[src/rtl/word_frequency_table_assert.svh]
// Assertion macros shared by the word frequency table RTL.
`ifndef WORD_FREQUENCY_TABLE_ASSERT_SVH
`define WORD_FREQUENCY_TABLE_ASSERT_SVH

// Checked on every clock edge outside reset.
`define WFT_ASSERT(lbl, prop, msg) \
    lbl: assert property (@(posedge clk) disable iff (!rst_n) prop) else $error(msg);

// Checked on every clock edge, reset included.
`define WFT_ASSERT_ALWAYS(lbl, prop, msg) \
    lbl: assert property (@(posedge clk) prop) else $error(msg);

`endif

[src/rtl/wft_buf.sv]
// Buffer that holds the filtered characters of the word in progress.
module wft_buf #(
    parameter int MAX_WORD_LEN = 99
) (
    input  logic                            clk,
    input  logic                            we,
    input  logic [$clog2(MAX_WORD_LEN)-1:0] waddr,
    input  logic [7:0]                      wdata,
    input  logic [$clog2(MAX_WORD_LEN)-1:0] raddr,
    output logic [7:0]                      rdata
);

    logic [7:0] mem [MAX_WORD_LEN];

    always_ff @(posedge clk)
    begin
        if (we)
        begin
            mem[waddr] <= wdata;
        end
        rdata <= mem[raddr];
    end

endmodule

[config.mk]
export PLATFORM = sky130hd
export DESIGN_NAME = wft_buf
export DESIGN_NICKNAME = d
export VERILOG_FILES = /design/src/rtl/word_frequency_table_assert.svh /design/src/rtl/wft_buf.sv
export SDC_FILE = /design/constraint.sdc
export NUM_CORES = 1
export LEC_CHECK = 0
export ABC_CLOCK_PERIOD_IN_PS = 6100
export BUFFER_PORTS_ARGS = -buffer_cell sky130_fd_sc_hd__buf_4
export CELL_PAD_IN_SITES_DETAIL_PLACEMENT = 1
export CELL_PAD_IN_SITES_GLOBAL_PLACEMENT = 2
export CORE_ASPECT_RATIO = 0.8
export CORE_MARGIN = 3
export CORE_UTILIZATION = 35
export DETAILED_ROUTE_END_ITERATION = 10
export GPL_ROUTABILITY_DRIVEN = 1
export PLACE_DENSITY_LB_ADDON = 0.1
export SYNTH_ARGS = -nofsm -noshare
export SYNTH_HDL_FRONTEND = slang
export SYNTH_SLANG_ARGS = --single-unit
[constraint.sdc]
create_clock -name clk -period 6.1 [get_ports clk]
set_clock_uncertainty 0.15 [all_clocks]
set_input_delay 0.305 -clock clk [delete_from_list [all_inputs] [get_ports clk]]
set_output_delay 0.305 -clock clk [all_outputs]
set_load 0.005 [all_outputs]
==> results.json, run 1 <==
{
  "switching_share": 0.212,
  "drive_gt1_frac": 0.239,
  "p_int_uw": 9310,
  "path_max_fanout": 87,
  "maxCapViolCount": 0,
  "nets": 1546,
  "powerDensity_nw_per_um2": 333,
  "p_clk_frac": 0.437,
  "antenna_found_initial": 6,
  "critPathKind": "in2reg",
  "crit_path_start": "raddr[2]",
  "setup_viol": 0,
  "clock_path_buffers": 3,
  "hold_start": "wdata[7]",
  "post_cts_buffers": 0,
  "via_per_inst": 5.28,
  "p_total_uw": 11800,
  "hpwl_um": 49600,
  "coreArea_um2": 87900,
  "synth_cell_type_count": 40,
  "clk_latency_ns": 0.63,
  "hold_violations": 0,
  "dp_worst_setup_slack_ns": 2.36,
  "critical_path.cell_chain": "buf_8, buf_12, mux4_2, a22oi_1, a21oi_1, a2111oi_0, a211oi_1",
  "drt_pass1_iterations": 5,
  "io_pins": 32,
  "grt-ovfl-total": 0,
  "crit_slowest_cell": "a2111oi_0",
  "worstHoldPathType": "in2reg",
  "p_sw_uw": 2510,
  "synthArstFlopShare": 0,
  "drc": 0,
  "grt_pass1_vias": 15291,
  "fin_ws_ns": 2.85,
  "rsz0062_at_grt": "no",
  "cts_sinks": 800,
  "slew_headroom": 0.0722,
  "syn_avg_cell_area_um2": 21.4,
  "postRouteAntennaNets": 0,
  "netlist_instances": 1455,
  "clockRootBuffer": "clkbuf_16",
  "finalCriticalPeriod_ns": 3.25,
  "wl_per_cell_um": 29.4,
  "ys_ff_latch": 800,
  "critPathLaunchType": "input pin",
  "timing.rr.start": "mem[54][6]$_DFFE_PP_",
  "seq_power_share": 0.516,
  "final_cell_mix": "edfxtp_1, mux4_2, nor2_1",
  "finalSetupTns_ns": 0,
  "postCtsHoldBufs": 5,
  "rows": 97,
  "peakVddDrop_uv": 195,
  "htreeDepth": 3,
  "grt_util_all_layers": 0.177,
  "dp.cells": 2617,
  "layout_commonest_cell": "edfxtp_1",
  "final_cells": 2782,
  "routed_wl_um": 81800,
  "synthesis.nets": 1479,
  "outcome": "finished, final reports clean",
  "comb_power_share": 0.047,
  "die_height_um": 273,
  "ys.warnings.count": 0,
  "port_buffers": 31,
  "synth_edf_count": 792,
  "max_stage_delay_ns": 1.01,
  "dr.first_iter.drc_count": 1297,
  "initial_core_util": 0.354,
  "worstPathArrival_ns": 3.57,
  "fmax_ghz": 0.308,
  "gp_congestion": 0.752,
  "cts_resized": 0,
  "grt_pass1_wl_um": 117000,
  "ys_seq_area_frac": 0.770,
  "required_ns": 6.42,
  "fin_crit_sh": 0.533,
  "die_area_um2": 92500,
  "die_w_um": 339,
  "leakagePower_uw": 0.0110,
  "cts_tree": "yes",
  "endpoint_kind": "flop",
  "slew_viol_final": 0,
  "areaGrowthSynthToFinish_pct": 13.9,
  "grt_max_degree": 100,
  "ys.flop_type": "edfxtp_1",
  "via_count": 14686,
  "worst_pin_slew_ns": 1.39,
  "synth.cell_area_um2": 31100,
  "cts_buffers": 86,
  "clk_pin_slew_worst_paths_ns": 0.06
}
[final cells by class]
cell class,instances,area (um^2)
Timing Repair Buffer,60,503
Clock inverter,53,485
Sequential cell,800,23900
Clock buffer,106,2310
Multi-Input combinational cell,574,6700
Tap cell,1188,1490
Fill cell,8328,52400
Antenna cell,1,2.50
[Yosys cell counts (13+ instances only)]
| master | n | share of area |
|---|---|---|
| nor2_1 | 104 | 0.013 |
| mux2i_1 | 81 | 0.026 |
| nand2_1 | 22 | 0.0027 |
| o21ai_0 | 14 | 0.0023 |
| clkbuf_1 | 22 | 0.0027 |
| a22oi_1 | 39 | 0.0094 |
| a21oi_1 | 25 | 0.0040 |
| buf_4 | 17 | 0.0041 |
| buf_2 | 23 | 0.0037 |
| nor2b_1 | 13 | 0.0026 |
| edfxtp_1 | 792 | 0.76 |
| mux4_2 | 164 | 0.12 |
| mux2_2 | 24 | 0.0087 |
[flip-flops by register name (all words and copies together) (netlist names)]
register	count
mem	792
rdata	8
[per-layer routing]
| metal | GRT usage | vias up | share of wire |
|---|---|---|---|
| met5 | 0 | - | 0.00031 |
| met4 | 0.0394 | 4 | 0.018 |
| met3 | 0.0329 | 96 | 0.048 |
| met2 | 0.260 | 337 | 0.44 |
| met1 | 0.274 | 8006 | 0.50 |
| li1 | - | 6243 | - |
[worst paths after layout]
check | slack [ns] | end | cells after the start
max | 2.85 | rdata[6]$_DFF_P_ | 7
min | 0.05 | mem[78][7]$_DFFE_PP_ | 1
max reg2reg | 3.41 | rdata[6]$_DFF_P_ | 5
min reg2reg | 0.59 | rdata[6]$_DFF_P_ | 3
[power groups by stage]
| stage | Combinational (uW) | Sequential [uW] | Clock (uW) |
|---|---|---|---|
| final | 556 | 6090 | 5160 |
| after global routing | 598 | 6090 | 5540 |
| after floorplan | 306 | 6190 | 0 |
| after CTS | 572 | 6090 | 5310 |
| after detailed placement | 568 | 6210 | 0 |
| after global placement | 561 | 6210 | 0 |
[worst max-delay path: cells and delay by family]
kind	cells	cell delay (ns)
multiplexers	1	0.38
AO/OA/AOI/OAI	4	1.54
buffers and inverters	2	1.14
[per-stage QoR]
step	util	cell area (um^2)	hold slack [ns]
6_report	0.403	35400	0.0520
3_3_place_gp	0.371	32600	0.458
4_1_cts	0.403	35400	0.0420
3_5_place_dp	0.371	32600	0.471
5_1_grt	0.403	35400	0.0537
2_1_floorplan	-	31100	0.254
[cells by family after synthesis]
logic type,Yosys count,synth area share
DFF,800,0.770
muxes,281,0.164
and+or+nand+nor,175,0.0252
AOI/OAI and AO/OA,118,0.0263
buffers and inverters,81,0.0152
(Power assumes the default switching activity.)
==> run 2, diff against run 1 <==
ABC_CLOCK_PERIOD_IN_PS = 2900   (was 6100)
clock period = 2.9 ns   (was 6.1 ns; I/O delays follow)
==> results.json, run 2 (synthesis results as in run 1) <==
{
  "worst_pin_slew_ns": 1.14,
  "path_max_fanout": 1,
  "drive_gt1_frac": 0.301,
  "finalCriticalPeriod_ns": 2.60,
  "r2r_slack_ns": 0.30,
  "rsz0062_at_grt": "no",
  "outcome": "finished, final reports clean",
  "seq_power_share": 0.506,
  "timing.rr.end": "rdata[0]$_DFF_P_",
  "cts_resized": 0,
  "cts_tree": "yes",
  "setup_viol": 0,
  "hold_start": "wdata[1]",
  "hold-path-cell-count": 1,
  "required_ns": 3.27,
  "routed_wl_um": 84500,
  "maxCapViolCount": 0,
  "fmax_ghz": 0.385,
  "powerDensity_nw_per_um2": 684,
  "comb_power_share": 0.051,
  "gp_congestion": 0.750,
  "p_clk_frac": 0.443,
  "grt_pass1_vias": 16122,
  "drt_pass1_iterations": 5,
  "fin_util": 0.420,
  "crit_cells": 5,
  "final_cell_mix": "edfxtp_1, buf_4, mux4_2",
  "clk_latency_ns": 0.65,
  "p_int_uw": 19900,
  "hold_violations": 0,
  "p_sw_uw": 5350,
  "crit_path_start": "mem[40][0]$_DFFE_PP_",
  "coreArea_um2": 87900,
  "io_pins": 32,
  "postCtsHoldBufs": 13,
  "regMostFlops": "mem",
  "clockRootBuffer": "clkbuf_16",
  "drc": 0,
  "timing.rr.start": "mem[40][0]$_DFFE_PP_",
  "max_stage_delay_ns": 0.53,
  "worstHoldPathType": "in2reg",
  "critPathKind": "reg2reg",
  "grt-ovfl-total": 0,
  "grt_pass1_wl_um": 122000,
  "wl_per_cell_um": 28.7,
  "worst-r2r-cell-count": 5,
  "slew_headroom": 0.241,
  "hpwl_um": 53000,
  "largestRegisters": "mem: 792 flops, rdata: 8 flops",
  "leakagePower_uw": 0.0119,
  "post_dp_cell_area_um2": 33900,
  "critPathLaunchType": "flop",
  "nets": 1702,
  "antenna_found_initial": 3,
  "crit_buf_inv": 0,
  "cts_sinks": 800,
  "critical_path.cell_chain": "mux4_1, mux4_2, o22ai_1, nor3b_1, o31a_1",
  "grt_max_degree": 100,
  "layout_commonest_cell": "edfxtp_1",
  "peakVddDrop_uv": 462,
  "dr.first_iter.drc_count": 1371,
  "fin_crit_sh": 0.896,
  "cts_buffers": 84,
  "rows": 97,
  "final_cell_area_um2": 36900,
  "die_area_um2": 92500,
  "slew_viol_final": 0,
  "via_count": 15279,
  "worstPathArrival_ns": 2.97,
  "postRouteAntennaNets": 0,
  "largest_reg_flops": 792,
  "die_w_um": 339,
  "port_buffers": 31,
  "areaGrowthSynthToFinish_pct": 18.7,
  "htreeDepth": 3,
  "switching_share": 0.212,
  "clk_pin_slew_worst_paths_ns": 0.06,
  "die_height_um": 273,
  "clock_path_buffers": 3,
  "crit_family": "multiplexers",
  "post_cts_buffers": 0,
  "via_per_inst": 5.20,
  "fill_cells": 8275,
  "crit_slowest_cell": "mux4_2",
  "whs_endpoint": "mem[88][1]$_DFFE_PP_",
  "endpoint_kind": "flop",
  "initial_core_util": 0.354,
  "grt_util_all_layers": 0.184
}
run 2: changes by cell type in the layout (fill, tap and decap cells not counted), moves of 3 or more:
cell,delta
buf_4,+132
buf_12,+18
dlygate4sd3_1,+8
clkbuf_8,+4
clkinv_2,-3
bufinv_16,+3
clkinvlp_4,-4
run 2: final cells by class:
type	count	area (um^2)	share of cell area
Clock inverter	48	547	0.0148
Antenna cell	2	5.00	0.000136
Multi-Input combinational cell	574	6690	0.181
Tap cell	1188	1490	0.0402
Timing Repair Buffer	218	1930	0.0524
Clock buffer	110	2320	0.0629
Sequential cell	800	23900	0.648
run 2: power by group through the flow:
stage	logic, uW	clock network [uW]	registers, uW
2_1_floorplan	643	0	13000
3_3_place_gp	1300	0	13000
3_5_place_dp	1310	0	13000
4_1_cts	1330	11500	12800
5_1_grt	1390	12000	12800
6_report	1290	11200	12800
run 2: per-layer routing:
layer	vias to the layer above	track usage	part of all wire
met3	104	0.0325	0.043
met2	286	0.281	0.45
met5	-	0	0
li1	6547	-	-
met1	8342	0.275	0.48
met4	0	0.0434	0.019
run 2: through the flow:
stage | instances | total power [uW] | hold WS, ns | TNS (ns) | worst slack (ns)
4_1_cts | 2938 | 25600 | 0.0555 | 0 | 0.256
3_3_place_gp | 2767 | 14300 | 0.416 | -0.0212 | -0.0212
3_5_place_dp | 2767 | 14300 | 0.417 | -0.0296 | -0.0296
2_1_floorplan | 1455 | 13700 | 0.0939 | 0 | 0.782
5_1_grt | 2938 | 26100 | 0.0548 | 0 | 0.231
6_report | 2940 | 25300 | 0.0121 | 0 | 0.302
run 2: how the worst max path moves through the flow:
| stage | endpoint | slack, ns |
|---|---|---|
| 2_1_floorplan | rdata[0]$_DFF_P_ | 0.78 |
| 3_3_place_gp | rdata[0]$_DFF_P_ | -0.02 |
| 3_5_place_dp | rdata[0]$_DFF_P_ | -0.03 |
| 4_1_cts | rdata[0]$_DFF_P_ | 0.26 |
| 5_1_grt | rdata[0]$_DFF_P_ | 0.23 |
| 6_report | rdata[0]$_DFF_P_ | 0.30 |
